$ cat src/aost_pkg.sv
// ----------------------------------------------------------------------------
// aost_pkg
// Shared constants and the queue entry type of the soft-off type scanner.
// ----------------------------------------------------------------------------
`default_nettype none

package aost_pkg;

  localparam int PREFIX_LEN      = 6;
  localparam int PIDX_W          = $clog2(PREFIX_LEN);
  localparam int MATCH_MAX_BYTES = 29;
  localparam int SLOTS           = (MATCH_MAX_BYTES + PREFIX_LEN - 1) / PREFIX_LEN + 1;
  localparam int AGE_W           = $clog2(MATCH_MAX_BYTES);
  localparam int CNT_W           = 4;
  localparam int QUEUE_DEPTH     = 4;
  localparam int QUEUE_AW        = $clog2(QUEUE_DEPTH);
  localparam int TYPE_W          = 7;

  localparam logic [7:0] NAME_OP    = 8'h08;
  localparam logic [7:0] PACKAGE_OP = 8'h12;
  localparam logic [7:0] CHAR_US    = 8'h5F;
  localparam logic [7:0] CHAR_S     = 8'h53;
  localparam logic [7:0] CHAR_5     = 8'h35;

  localparam logic [7:0] OP_ZERO  = 8'h00;
  localparam logic [7:0] OP_ONE   = 8'h01;
  localparam logic [7:0] OP_BYTE  = 8'h0A;
  localparam logic [7:0] OP_WORD  = 8'h0B;
  localparam logic [7:0] OP_DWORD = 8'h0C;
  localparam logic [7:0] OP_QWORD = 8'h0E;

  // Byte i of the fixed prefix sits at bits [8*i +: 8].
  localparam logic [PREFIX_LEN*8-1:0] PREFIX_BYTES =
    {PACKAGE_OP, CHAR_US, CHAR_5, CHAR_S, CHAR_US, NAME_OP};

  localparam logic [1:0] INT_BAD   = 2'd0;
  localparam logic [1:0] INT_SHORT = 2'd1;
  localparam logic [1:0] INT_LONG  = 2'd2;

  typedef struct packed {
    logic [7:0]            data;
    logic                  last;
    logic [PREFIX_LEN-1:0] prefix_hit;
    logic                  count_ok;
    logic [1:0]            int_class;
    logic [CNT_W-1:0]      int_extra;
  } entry_t;

endpackage

`default_nettype wire

$ cat src/aml_soft_off_type_scanner.sv
// ----------------------------------------------------------------------------
// aml_soft_off_type_scanner
// Takes one table body byte per cycle, with no stall of its own, and gives
// one result per table after its final byte is accepted. The rate is set by
// the match unit, which advances every open match attempt by one byte per
// cycle; a four-entry queue lies between the byte decoder and the match
// unit, and the result waits in an output register, so the input stalls
// only when a result is left unread, a further final byte reaches the match
// unit and the queue fills behind it. No start-up clearing pass is needed.
// The user must write the fallback sleep type on the configuration channel
// while no table is in flight; the block itself does not enforce this.
// ----------------------------------------------------------------------------
`default_nettype none

module aml_soft_off_type_scanner (
  input  wire logic                        clk,
  input  wire logic                        rst_n,
  input  wire logic                        in_push,
  output logic                             in_full,
  input  wire logic [7:0]                  in_data_byte,
  input  wire logic                        in_last_byte,
  output logic                             out_empty,
  input  wire logic                        out_pop,
  output logic                             out_found,
  output logic [aost_pkg::TYPE_W-1:0]      out_sleep_type_a,
  output logic [aost_pkg::TYPE_W-1:0]      out_sleep_type_b,
  input  wire logic                        cfg_valid,
  output logic                             cfg_ready,
  input  wire logic [aost_pkg::TYPE_W-1:0] cfg_fallback_sleep_type
);

  localparam logic [aost_pkg::TYPE_W-1:0] FALLBACK_RESET = 7'd5;

  logic [aost_pkg::TYPE_W-1:0] fallback_r;
  aost_pkg::entry_t            wr_entry;
  aost_pkg::entry_t            rd_entry;
  logic                        q_wr_en;
  logic                        q_rd_en;
  logic                        q_full;
  logic                        q_empty;

  assign cfg_ready = 1'b1;

  always_ff @(posedge clk) begin
    if (!rst_n) begin
      fallback_r <= FALLBACK_RESET;
    end else if (cfg_valid && cfg_ready) begin
      fallback_r <= cfg_fallback_sleep_type;
    end
  end

  aost_front u_front (
    .in_push      (in_push),
    .in_full      (in_full),
    .in_data_byte (in_data_byte),
    .in_last_byte (in_last_byte),
    .q_full       (q_full),
    .q_wr_en      (q_wr_en),
    .q_entry      (wr_entry)
  );

  aost_queue u_queue (
    .clk      (clk),
    .rst_n    (rst_n),
    .wr_en    (q_wr_en),
    .wr_entry (wr_entry),
    .full     (q_full),
    .rd_en    (q_rd_en),
    .rd_entry (rd_entry),
    .empty    (q_empty)
  );

  aost_back u_back (
    .clk              (clk),
    .rst_n            (rst_n),
    .q_empty          (q_empty),
    .q_entry          (rd_entry),
    .q_rd_en          (q_rd_en),
    .fallback         (fallback_r),
    .out_empty        (out_empty),
    .out_pop          (out_pop),
    .out_found        (out_found),
    .out_sleep_type_a (out_sleep_type_a),
    .out_sleep_type_b (out_sleep_type_b)
  );

endmodule

`default_nettype wire

$ cat src/aost_queue.sv
// ----------------------------------------------------------------------------
// aost_queue
// Short first-in first-out queue of classified bytes between front and back.
// ----------------------------------------------------------------------------
`default_nettype none

module aost_queue (
  input  wire logic            clk,
  input  wire logic            rst_n,
  input  wire logic            wr_en,
  input  wire aost_pkg::entry_t wr_entry,
  output logic                 full,
  input  wire logic            rd_en,
  output aost_pkg::entry_t     rd_entry,
  output logic                 empty
);

  aost_pkg::entry_t                mem_r [aost_pkg::QUEUE_DEPTH];
  logic [aost_pkg::QUEUE_AW:0]     wr_ptr_r;
  logic [aost_pkg::QUEUE_AW:0]     rd_ptr_r;

  assign empty    = (wr_ptr_r == rd_ptr_r);
  assign full     = (wr_ptr_r[aost_pkg::QUEUE_AW] != rd_ptr_r[aost_pkg::QUEUE_AW]) &&
                    (wr_ptr_r[aost_pkg::QUEUE_AW-1:0] == rd_ptr_r[aost_pkg::QUEUE_AW-1:0]);
  assign rd_entry = mem_r[rd_ptr_r[aost_pkg::QUEUE_AW-1:0]];

  always_ff @(posedge clk) begin
    if (!rst_n) begin
      wr_ptr_r <= '0;
      rd_ptr_r <= '0;
    end else begin
      if (wr_en) begin
        wr_ptr_r <= wr_ptr_r + 1'b1;
      end
      if (rd_en) begin
        rd_ptr_r <= rd_ptr_r + 1'b1;
      end
    end
  end

  always_ff @(posedge clk) begin
    if (wr_en) begin
      mem_r[wr_ptr_r[aost_pkg::QUEUE_AW-1:0]] <= wr_entry;
    end
  end

endmodule

`default_nettype wire

$ cat src/aost_front.sv
// ----------------------------------------------------------------------------
// aost_front
// Accepts table bytes and decodes the properties the matcher needs per byte.
// ----------------------------------------------------------------------------
`default_nettype none

module aost_front (
  input  wire logic        in_push,
  output logic             in_full,
  input  wire logic [7:0]  in_data_byte,
  input  wire logic        in_last_byte,
  input  wire logic        q_full,
  output logic             q_wr_en,
  output aost_pkg::entry_t q_entry
);

  localparam logic [7:0] MIN_COUNT = 8'd2;

  assign in_full = q_full;
  assign q_wr_en = in_push && !q_full;

  always_comb begin
    q_entry          = '0;
    q_entry.data     = in_data_byte;
    q_entry.last     = in_last_byte;
    q_entry.count_ok = (in_data_byte >= MIN_COUNT);
    for (int i = 0; i < aost_pkg::PREFIX_LEN; i++) begin
      q_entry.prefix_hit[i] = (in_data_byte == aost_pkg::PREFIX_BYTES[8*i +: 8]);
    end
    unique case (in_data_byte) inside
      aost_pkg::OP_ZERO, aost_pkg::OP_ONE: begin
        q_entry.int_class = aost_pkg::INT_SHORT;
        q_entry.int_extra = '0;
      end
      aost_pkg::OP_BYTE: begin
        q_entry.int_class = aost_pkg::INT_LONG;
        q_entry.int_extra = aost_pkg::CNT_W'(1);
      end
      aost_pkg::OP_WORD: begin
        q_entry.int_class = aost_pkg::INT_LONG;
        q_entry.int_extra = aost_pkg::CNT_W'(2);
      end
      aost_pkg::OP_DWORD: begin
        q_entry.int_class = aost_pkg::INT_LONG;
        q_entry.int_extra = aost_pkg::CNT_W'(4);
      end
      aost_pkg::OP_QWORD: begin
        q_entry.int_class = aost_pkg::INT_LONG;
        q_entry.int_extra = aost_pkg::CNT_W'(8);
      end
      default: begin
        q_entry.int_class = aost_pkg::INT_BAD;
        q_entry.int_extra = '0;
      end
    endcase
  end

endmodule

`default_nettype wire

$ cat src/aost_back.sv
// ----------------------------------------------------------------------------
// aost_back
// Runs the concurrent match attempts, keeps the earliest match and holds the
// result of each table in an output register.
// ----------------------------------------------------------------------------
`default_nettype none

module aost_back (
  input  wire logic                          clk,
  input  wire logic                          rst_n,
  input  wire logic                          q_empty,
  input  wire aost_pkg::entry_t              q_entry,
  output logic                               q_rd_en,
  input  wire logic [aost_pkg::TYPE_W-1:0]   fallback,
  output logic                               out_empty,
  input  wire logic                          out_pop,
  output logic                               out_found,
  output logic [aost_pkg::TYPE_W-1:0]        out_sleep_type_a,
  output logic [aost_pkg::TYPE_W-1:0]        out_sleep_type_b
);

  localparam logic [2:0] PH_NAME    = 3'd0;
  localparam logic [2:0] PH_LEAD    = 3'd1;
  localparam logic [2:0] PH_EXT     = 3'd2;
  localparam logic [2:0] PH_COUNT   = 3'd3;
  localparam logic [2:0] PH_INTOP   = 3'd4;
  localparam logic [2:0] PH_INTPAY  = 3'd5;
  localparam logic [2:0] PH_INTSKIP = 3'd6;

  localparam int S  = aost_pkg::SLOTS;
  localparam int AW = aost_pkg::AGE_W;
  localparam int CW = aost_pkg::CNT_W;
  localparam int TW = aost_pkg::TYPE_W;

  logic [S-1:0]  live_r, live_nxt;
  logic [2:0]    phase_r  [S];
  logic [2:0]    phase_nxt[S];
  logic [CW-1:0] cnt_r    [S];
  logic [CW-1:0] cnt_nxt  [S];
  logic [AW-1:0] age_r    [S];
  logic [AW-1:0] age_nxt  [S];
  logic [S-1:0]  second_r, second_nxt;
  logic [TW-1:0] cur_r    [S];
  logic [TW-1:0] cur_nxt  [S];
  logic [TW-1:0] val_a_r  [S];
  logic [TW-1:0] val_a_nxt[S];

  logic          lat_r, lat_nxt;
  logic [AW-1:0] lat_age_r, lat_age_nxt;
  logic [TW-1:0] lat_a_r, lat_a_nxt;
  logic [TW-1:0] lat_b_r, lat_b_nxt;

  logic          out_valid_r;
  logic          out_found_r;
  logic [TW-1:0] out_a_r;
  logic [TW-1:0] out_b_r;

  logic          step;

  assign out_empty        = !out_valid_r;
  assign out_found        = out_found_r;
  assign out_sleep_type_a = out_a_r;
  assign out_sleep_type_b = out_b_r;

  assign step    = !q_empty && (!q_entry.last || !out_valid_r || out_pop);
  assign q_rd_en = step;

  always_comb begin
    logic          fin;
    logic [TW-1:0] fin_val;
    logic          taken;
    logic          win;
    logic [AW-1:0] win_age;
    logic [TW-1:0] win_a;
    logic [TW-1:0] win_b;
    logic [AW-1:0] lat_age_now;

    live_nxt    = live_r;
    phase_nxt   = phase_r;
    cnt_nxt     = cnt_r;
    age_nxt     = age_r;
    second_nxt  = second_r;
    cur_nxt     = cur_r;
    val_a_nxt   = val_a_r;
    fin         = 1'b0;
    fin_val     = '0;
    taken       = 1'b0;
    win         = 1'b0;
    win_age     = '0;
    win_a       = '0;
    win_b       = '0;
    lat_age_now = (lat_age_r == '1) ? lat_age_r : lat_age_r + 1'b1;

    for (int s = 0; s < S; s++) begin
      fin     = 1'b0;
      fin_val = '0;
      if (live_r[s]) begin
        age_nxt[s] = age_r[s] + 1'b1;
        unique case (phase_r[s])
          PH_NAME: begin
            if (!q_entry.prefix_hit[cnt_r[s][aost_pkg::PIDX_W-1:0]]) begin
              live_nxt[s] = 1'b0;
            end else if (cnt_r[s] == CW'(aost_pkg::PREFIX_LEN - 1)) begin
              phase_nxt[s] = PH_LEAD;
            end else begin
              cnt_nxt[s] = cnt_r[s] + 1'b1;
            end
          end
          PH_LEAD: begin
            if (q_entry.data[7:6] == 2'b00) begin
              phase_nxt[s] = PH_COUNT;
            end else begin
              phase_nxt[s] = PH_EXT;
              cnt_nxt[s]   = {{(CW-2){1'b0}}, q_entry.data[7:6]};
            end
          end
          PH_EXT: begin
            if (cnt_r[s] == CW'(1)) begin
              phase_nxt[s] = PH_COUNT;
            end else begin
              cnt_nxt[s] = cnt_r[s] - 1'b1;
            end
          end
          PH_COUNT: begin
            if (q_entry.count_ok) begin
              phase_nxt[s]  = PH_INTOP;
              second_nxt[s] = 1'b0;
            end else begin
              live_nxt[s] = 1'b0;
            end
          end
          PH_INTOP: begin
            if (q_entry.int_class == aost_pkg::INT_SHORT) begin
              fin     = 1'b1;
              fin_val = {{(TW-1){1'b0}}, q_entry.data[0]};
            end else if (q_entry.int_class == aost_pkg::INT_LONG) begin
              phase_nxt[s] = PH_INTPAY;
              cnt_nxt[s]   = q_entry.int_extra;
            end else begin
              live_nxt[s] = 1'b0;
            end
          end
          PH_INTPAY: begin
            cur_nxt[s] = q_entry.data[TW-1:0];
            if (cnt_r[s] == CW'(1)) begin
              fin     = 1'b1;
              fin_val = q_entry.data[TW-1:0];
            end else begin
              phase_nxt[s] = PH_INTSKIP;
              cnt_nxt[s]   = cnt_r[s] - 1'b1;
            end
          end
          PH_INTSKIP: begin
            if (cnt_r[s] == CW'(1)) begin
              fin     = 1'b1;
              fin_val = cur_r[s];
            end else begin
              cnt_nxt[s] = cnt_r[s] - 1'b1;
            end
          end
          default: begin
            live_nxt[s] = 1'b0;
          end
        endcase
        if (fin) begin
          if (!second_r[s]) begin
            val_a_nxt[s]  = fin_val;
            second_nxt[s] = 1'b1;
            phase_nxt[s]  = PH_INTOP;
          end else begin
            live_nxt[s] = 1'b0;
            if (!win || age_nxt[s] > win_age) begin
              win     = 1'b1;
              win_age = age_nxt[s];
              win_a   = val_a_r[s];
              win_b   = fin_val;
            end
          end
        end
      end
    end

    if (q_entry.prefix_hit[0] && !q_entry.last) begin
      for (int s = 0; s < S; s++) begin
        if (!live_r[s] && !taken) begin
          taken         = 1'b1;
          live_nxt[s]   = 1'b1;
          phase_nxt[s]  = PH_NAME;
          cnt_nxt[s]    = CW'(1);
          age_nxt[s]    = '0;
          second_nxt[s] = 1'b0;
        end
      end
    end

    lat_nxt     = lat_r;
    lat_age_nxt = lat_age_now;
    lat_a_nxt   = lat_a_r;
    lat_b_nxt   = lat_b_r;
    if (win && (!lat_r || win_age > lat_age_now)) begin
      lat_nxt     = 1'b1;
      lat_age_nxt = win_age;
      lat_a_nxt   = win_a;
      lat_b_nxt   = win_b;
    end
  end

  always_ff @(posedge clk) begin
    if (!rst_n) begin
      live_r <= '0;
      lat_r  <= 1'b0;
    end else if (step) begin
      live_r <= q_entry.last ? '0 : live_nxt;
      lat_r  <= q_entry.last ? 1'b0 : lat_nxt;
    end
  end

  always_ff @(posedge clk) begin
    if (step) begin
      phase_r   <= phase_nxt;
      cnt_r     <= cnt_nxt;
      age_r     <= age_nxt;
      second_r  <= second_nxt;
      cur_r     <= cur_nxt;
      val_a_r   <= val_a_nxt;
      lat_age_r <= lat_age_nxt;
      lat_a_r   <= lat_a_nxt;
      lat_b_r   <= lat_b_nxt;
    end
  end

  always_ff @(posedge clk) begin
    if (!rst_n) begin
      out_valid_r <= 1'b0;
    end else if (step && q_entry.last) begin
      out_valid_r <= 1'b1;
    end else if (out_pop) begin
      out_valid_r <= 1'b0;
    end
  end

  always_ff @(posedge clk) begin
    if (step && q_entry.last) begin
      out_found_r <= lat_nxt;
      out_a_r     <= lat_nxt ? lat_a_nxt : fallback;
      out_b_r     <= lat_nxt ? lat_b_nxt : fallback;
    end
  end

endmodule

`default_nettype wire

$ cat config.mk
export PLATFORM = sky130hd
export DESIGN_NAME = aml_soft_off_type_scanner
export DESIGN_NICKNAME = d
export VERILOG_FILES = /design/src/aost_pkg.sv /design/src/aml_soft_off_type_scanner.sv /design/src/aost_queue.sv /design/src/aost_front.sv /design/src/aost_back.sv
export SDC_FILE = /design/constraint.sdc
export NUM_CORES = 1
export LEC_CHECK = 0
export ABC_AREA = 1
export BUFFER_PORTS_ARGS = -buffer_cell sky130_fd_sc_hd__buf_2
export CORE_MARGIN = 2
export CORE_UTILIZATION = 35
export CTS_CLUSTER_DIAMETER = 50
export CTS_CLUSTER_SIZE = 24
export DETAILED_ROUTE_END_ITERATION = 8
export PLACE_DENSITY = 0.57
export SYNTH_ARGS = -nofsm -noshare
export SYNTH_HDL_FRONTEND = slang
export SYNTH_SLANG_ARGS = --single-unit
export TNS_END_PERCENT = 30
$ cat constraint.sdc
create_clock -name clk -period 10.7 [get_ports clk]
set_input_delay 1.07 -clock clk [delete_from_list [all_inputs] [get_ports clk]]
set_output_delay 1.07 -clock clk [all_outputs]
set_load 0.005 [all_outputs]
==> run_results.csv, run 1 <==
group,metric,value,unit
run_status,status,"completed",
synthesis,yosysWarnings,0,
floorplanning,die_y,239,um
synthesis,synth_top_area_frac,0.436,
synthesis,synthFlopType,"edfxtp_1",
synthesis,syn-num-nets,2474,
drt,route.vias.total,16400,
clock_network,postCtsHoldBufs,0,
place,port-buffer-count,37,
floorplanning,die-area,57000,um^2
critical_path,cp-end-kind,"flop",
timing,hold_violations,0,
synthesis,synth_xor_xnor_area_share,0.0127,
drt,drt-total-wl,56.3,mm
timing,fin_crit,9.86,ns
synthesis,synth_fa_ha_area_frac,0.0610,
timing,worstMarginPinSlew,1.18,ns
place,gp_congestion,0.911,
global_routing,grt_busiest_layer,"met2",
drt,drt_iter0_drc,1513,
critical_path,crit_slowest_cell,"edfxtp_1",
global_routing,use_met3,0.0327,
drt,first_pass_iters,5,
synthesis,synth_top_area_cell,"edfxtp_1",
final_layout,syn2layout_area_growth,12.7,%
place,placed_cell_area,20100,um^2
global_routing,grt_max_degree,68,
clock_network,clock_latency,0.57,ns
hold_path,hp-class,"reg2reg",
critical_path,path_class,"reg2reg",
final_layout,final_cell_area,21700,um^2
power,peakVddDrop,0.165,mV
final_layout,fin_util,0.397,
global_routing,antenna_found_initial,0,
timing,setup_viol,0,
place,pre_cts_slack,0.0570,ns
clock_network,clock_sinks,303,
drt,via_per_inst,5.22,
synthesis,synth.area.mux_share,0,
clock_network,cts_made_buffers,40,
synthesis,synth_cell_types,64,
final_layout,mostFrequentLayoutCells,"nand2_1, edfxtp_1, inv_1",
floorplanning,coreArea,54800,um^2
synthesis,yosys.area_share.simple,0.267,
drt,postRouteAntennaNets,0,
timing,fin_crit_sh,0.921,
drt,route.detailed.drc,0,
global_routing,grt_pass1_vias,15500,
power,p_leak,9.31,nW
synthesis,ys_async_sr_fraction,0,
floorplanning,die_w,239,um
floorplanning,fp-row-count,86,
floorplanning,start_util,0.352,
global_routing,grt_overflow_total,0,
critical_path,crit_start,"u_back.cnt_r[21]$_DFFE_PP_",
synthesis,ys_ff_latch,303,
critical_path,arrival,10.17,ns
synthesis,synth_top_family_by_area,"simple AND/OR/NAND/NOR gates",
synthesis,yosysSeqAreaShare,0.460,
synthesis,synth-edff-count,280,
clock_network,clock-root-buffer,"clkbuf_16",
critical_path,critPathMostFrequentCell,"nand2_1",
critical_path,timing.critical_path.buf_inv,9,
global_routing,grt_usage,0.196,
floorplanning,pin_count,39,
drt,wire_per_inst,17.9,um
synthesis,synth-compound-area-share,0.116,
critical_path,cp_top_family,"simple AND/OR/NAND/NOR gates",
power,p_per_area,283,nW/um^2
critical_path,max_stage_delay,0.46,ns
timing,slew_violations,0,
final_layout,diodes,0,
clock_network,clkTransAtPathRegs,0.06,ns
clock_network,ctsLongestPathBuffers,3,
timing,setup_ws,0.842,ns
clock_network,tritoncts,"done",
final_layout,fin_nets,2531,
timing,max_freq,101,MHz
timing,fin_skew,0.0243,ns
timing,relSlewSlack,0.212,
global_routing,grt_pass1_wl,87.3,mm
synthesis,netlist_area,19300,um^2
final_layout,drive_above_1_share,0.111,
flow_run,maxCapViolCount,0,
final_layout,final_common_cell,"nand2_1",
critical_path,critical_path_required,11.02,ns
critical_path,worstReg2RegStart,"u_back.cnt_r[21]$_DFFE_PP_",
critical_path,cp_max_fo,26,
hold_path,min-delay-start,"fallback_r[2]$_SDFFE_PN1P_",
timing,setup_tns,0,ns
synthesis,synth_cells,2359,
critical_path,crit_path_start_kind,"flop",
synthesis,synth_area_per_cell,8.17,um^2
clock_network,cts_max_level,2,
global_routing,grt_use_met1,0.265,
place,dp_hpwl,41.7,mm
global_routing,grt_use_met2,0.319,
synthesis,synthTopCellsByArea,"edfxtp_1, nand2_1, ha_1",
## final timing paths
check	slack, ns	depth (start not counted)	endpoint
worst min-delay path	0.46	2	fallback_r[2]$_SDFFE_PN1P_
worst min register to register	0.46	2	fallback_r[2]$_SDFFE_PN1P_
worst max-delay path	0.84	69	u_back.lat_a_r[1]$_DFFE_PP_
worst max register to register	0.84	69	u_back.lat_a_r[1]$_DFFE_PP_
## cell type report
| type | count | area (um^2) |
|---|---|---|
| fill | 5472 | 33100 |
| multi-input combinational | 1672 | 8870 |
| sequential | 303 | 8870 |
| inverter | 331 | 1270 |
| clock buffer | 43 | 1030 |
| tap | 704 | 881 |
| timing repair buffer | 68 | 429 |
| clock inverter | 29 | 365 |
## routing by layer
metal / wire (um) / share of wire / vias up
met5: 0 / 0 / -
met4: 1710 / 0.030 / 0
met3: 3070 / 0.054 / 106
met2: 26000 / 0.46 / 449
met1: 25500 / 0.45 / 7812
li1: - / - / 8069
## Yosys cell counts, types with 3 or more instances
master     count
nand2_1      652
edfxtp_1     280
inv_1        262
nand3_1      190
nor2_1       153
o21ai_0      151
a21oi_1      110
ha_1          94
inv_2         45
nor3_1        37
o211ai_1      34
nand4_1       30
dfxtp_1       23
clkinv_1      22
xor2_1        22
nand2_2       21
o21ai_1       20
buf_2         17
nand3_2       15
and2_1        13
buf_4         13
clkbuf_1      13
a31oi_1       12
buf_6         11
or2_2          9
nand2_4        8
a211oi_1       7
nand3b_1       7
o2111ai_1      7
o22ai_1        7
a221oi_1       6
xnor2_1        6
nor4_1         5
nor2_2         4
o21ai_2        4
or2_1          4
a41oi_1        3
nor2_4         3
o21a_1         3
o31a_1         3
## state kept, by name, indices dropped and copies added (netlist names), named ones only
signal                   flops
u_back.lat_b_r               7
u_back.cnt_r                24
u_queue.rd_ptr_r             3
u_back.age_r                30
u_back.live_r                6
u_queue.mem_r               84
u_back.val_a_r              42
u_back.cur_r                42
u_queue.wr_ptr_r             3
u_back.lat_age_r             5
u_back.phase_r              18
u_back.out_valid_r           1
u_back.second_r              6
u_back.lat_a_r               7
fallback_r                   7
u_back.out_sleep_type_b      7
u_back.out_sleep_type_a      7
u_back.lat_r                 1
u_back.out_found             1
## cell families after synthesis
kind of cell	after synthesis
simple gates	1159
other cells	1
fa+ha+maj	94
compound gates	388
flops	303
xor+xnor	28
buf+inv	386
## timing repair
action,4_1_cts,5_1_grt
hold endpoints to repair,0,0
setup endpoints to repair,0,33
resized for setup,0,23
buffers inserted,0,11
## where the power goes
group	leakage, nW	switching [W]	internal, W
combinational	5.83	0.00192	0.000801
sequential	2.81	0.000284	0.00174
clock	0.674	0.000599	0.000808
## stage by stage
stage	cells	power [W]	hold slack [ns]
detailed placement	3065	0.00471	0.450
global placement	3065	0.00468	0.449
global route	3150	0.00660	0.497
finish	3150	0.00615	0.457
floorplan	2359	0.00384	0.429
CTS	3137	0.00614	0.464
## tightest hold or removal path, cell delays in order (launching register included)
cell and delay [ns]:
dfxtp_1 0.32, nand2_1 0.05, nand3_1 0.05
Power figures use the tool's default switching activity.
==> run 2: changes to the inputs <==
PLACE_DENSITY = default   (was 0.57)
==> run 2 against run 1 <==
Compared with the run above:
- final area up 0.25%
- register-to-register slack worse by 0.08 ns
- fmax down 0.84%
- setup slack worse by 0.084 ns
- sequential power about the same
- global-route usage down 0.41 points
- non-clock buffer count up 6
- largest power group unchanged
- largest cell class unchanged
- combinational power about the same
==> run_results.csv, run 2 (same netlist as run 1, synthesis figures left out) <==
group,metric,value,unit
global_routing,grt_usage,0.192,
drt,drt-total-wl,55.2,mm
timing,setup_ws,0.759,ns
floorplanning,die_w,239,um
global_routing,grt_pass1_wl,85.8,mm
place,pre_cts_slack,-0.0416,ns
critical_path,cp_max_fo,26,
critical_path,worstReg2RegStart,"u_back.cnt_r[21]$_DFFE_PP_",
global_routing,antenna_found_initial,0,
timing,slew_violations,0,
floorplanning,start_util,0.352,
final_layout,drive_above_1_share,0.114,
timing,setup_viol,0,
drt,drt_iter0_drc,1414,
hold_path,min-delay-start,"fallback_r[2]$_SDFFE_PN1P_",
critical_path,cp-end-kind,"flop",
hold_path,hold_depth,2,
timing,fin_skew,0.0169,ns
timing,setup_tns,0,ns
drt,wire_per_inst,17.5,um
final_layout,final_cell_area,21800,um^2
critical_path,crit_start,"u_back.cnt_r[21]$_DFFE_PP_",
power,p_leak,9.34,nW
final_layout,syn2layout_area_growth,13.0,%
timing,relSlewSlack,0.253,
critical_path,cp_top_family,"simple AND/OR/NAND/NOR gates",
run_status,status,"completed",
critical_path,critical_path_required,11.02,ns
final_layout,fin_nets,2536,
final_layout,mostFrequentLayoutCells,"nand2_1, edfxtp_1, inv_1",
critical_path,reg2reg_slack,0.76,ns
drt,postRouteAntennaNets,0,
clock_network,tritoncts,"done",
timing,worstMarginPinSlew,1.12,ns
clock_network,cts_max_level,2,
global_routing,grt_pass1_vias,15500,
place,dp_hpwl,41.2,mm
timing,max_freq,101,MHz
critical_path,path_class,"reg2reg",
floorplanning,pin_count,39,
timing,fin_crit_sh,0.929,
drt,via_per_inst,5.22,
final_layout,fin_util,0.397,
critical_path,rr_worst_depth,69,
clock_network,cts_made_buffers,39,
critical_path,critPathMostFrequentCell,"nand2_1",
flow_run,maxCapViolCount,0,
drt,first_pass_iters,6,
critical_path,crit_slowest_cell,"edfxtp_1",
clock_network,clkTransAtPathRegs,0.07,ns
critical_path,crit_path_start_kind,"flop",
place,placed_cell_area,20100,um^2
place,port-buffer-count,37,
timing,hold_violations,0,
hold_path,hp-class,"reg2reg",
clock_network,clock_latency,0.57,ns
floorplanning,coreArea,54800,um^2
global_routing,grt_overflow_total,0,
place,dp.cells,3065,
drt,route.detailed.drc,0,
floorplanning,fp-row-count,86,
final_layout,final_common_cell,"nand2_1",
final_layout,largest_reg_flops,84,
place,gp_congestion,0.873,
power,p_per_area,282,nW/um^2
clock_network,clock-root-buffer,"clkbuf_16",
hold_path,hold_end,"fallback_r[2]$_SDFFE_PN1P_",
critical_path,arrival,10.26,ns
drt,route.vias.total,16500,
timing,fin_crit,9.94,ns
floorplanning,die_y,239,um
global_routing,grt_max_degree,57,
final_layout,diodes,0,
final_layout,stdcell_count,3155,
power,peakVddDrop,0.144,mV
floorplanning,die-area,57000,um^2
critical_path,max_stage_delay,0.44,ns
critical_path,r2r-end,"u_back.lat_b_r[6]$_DFFE_PP_",
clock_network,clock_sinks,303,
clock_network,ctsLongestPathBuffers,3,
critical_path,timing.critical_path.buf_inv,11,
## run 2: worst max path at each step
stage,end,depth (start not counted)
after floorplan,u_back.out_sleep_type_b[5]$_DFFE_PP_,79
after global placement,u_back.lat_a_r[1]$_DFFE_PP_,68
after detailed placement,u_back.lat_a_r[1]$_DFFE_PP_,68
after CTS,u_back.lat_b_r[6]$_DFFE_PP_,69
after global routing,u_back.out_sleep_type_b[6]$_DFFE_PP_,69
final,u_back.lat_b_r[6]$_DFFE_PP_,69
## run 2: power by group
group	switching [W]	internal (W)	total, W
Combinational	0.00191	0.000812	0.00272
Sequential	0.000284	0.00174	0.00202
Clock	0.000636	0.000765	0.00140
## run 2: routing by layer
layer	GRT usage	wire, um
met4	0.0598	1390
met3	0.0261	3080
met2	0.314	25600
met1	0.263	25100
met5	0	0
## run 2: final cells by class
| cell class | count | area [um^2] |
|---|---|---|
| clock inverters | 28 | 350 |
| well taps | 704 | 881 |
| fillers | 5468 | 33000 |
| repair buffers | 74 | 478 |
| clock buffers | 43 | 1040 |
| inverters | 331 | 1270 |
| flip-flops and latches | 303 | 8870 |
| multi-input cells | 1672 | 8880 |
## run 2: stage by stage
| stage | power (W) | hold WS [ns] |
|---|---|---|
| final | 0.00614 | 0.467 |
| after global routing | 0.00658 | 0.503 |
| after CTS | 0.00610 | 0.471 |
| after detailed placement | 0.00469 | 0.465 |
| after global placement | 0.00465 | 0.453 |
| after floorplan | 0.00384 | 0.429 |
## run 2: timing repair
| action | in CTS | in global routing |
|---|---|---|
| cloned | 0 | 2 |
| pin swaps | 0 | 6 |
| resized for setup | 2 | 26 |
| buffers inserted | 0 | 17 |
| hold buffers | 0 | 0 |
| endpoints found under the setup margin | 15 | 33 |
## run 2: worst min-delay path, stage by stage, from the launching register on
cell and delay, ns:
dfxtp_1 0.33, nand2_1 0.05, nand3_1 0.06
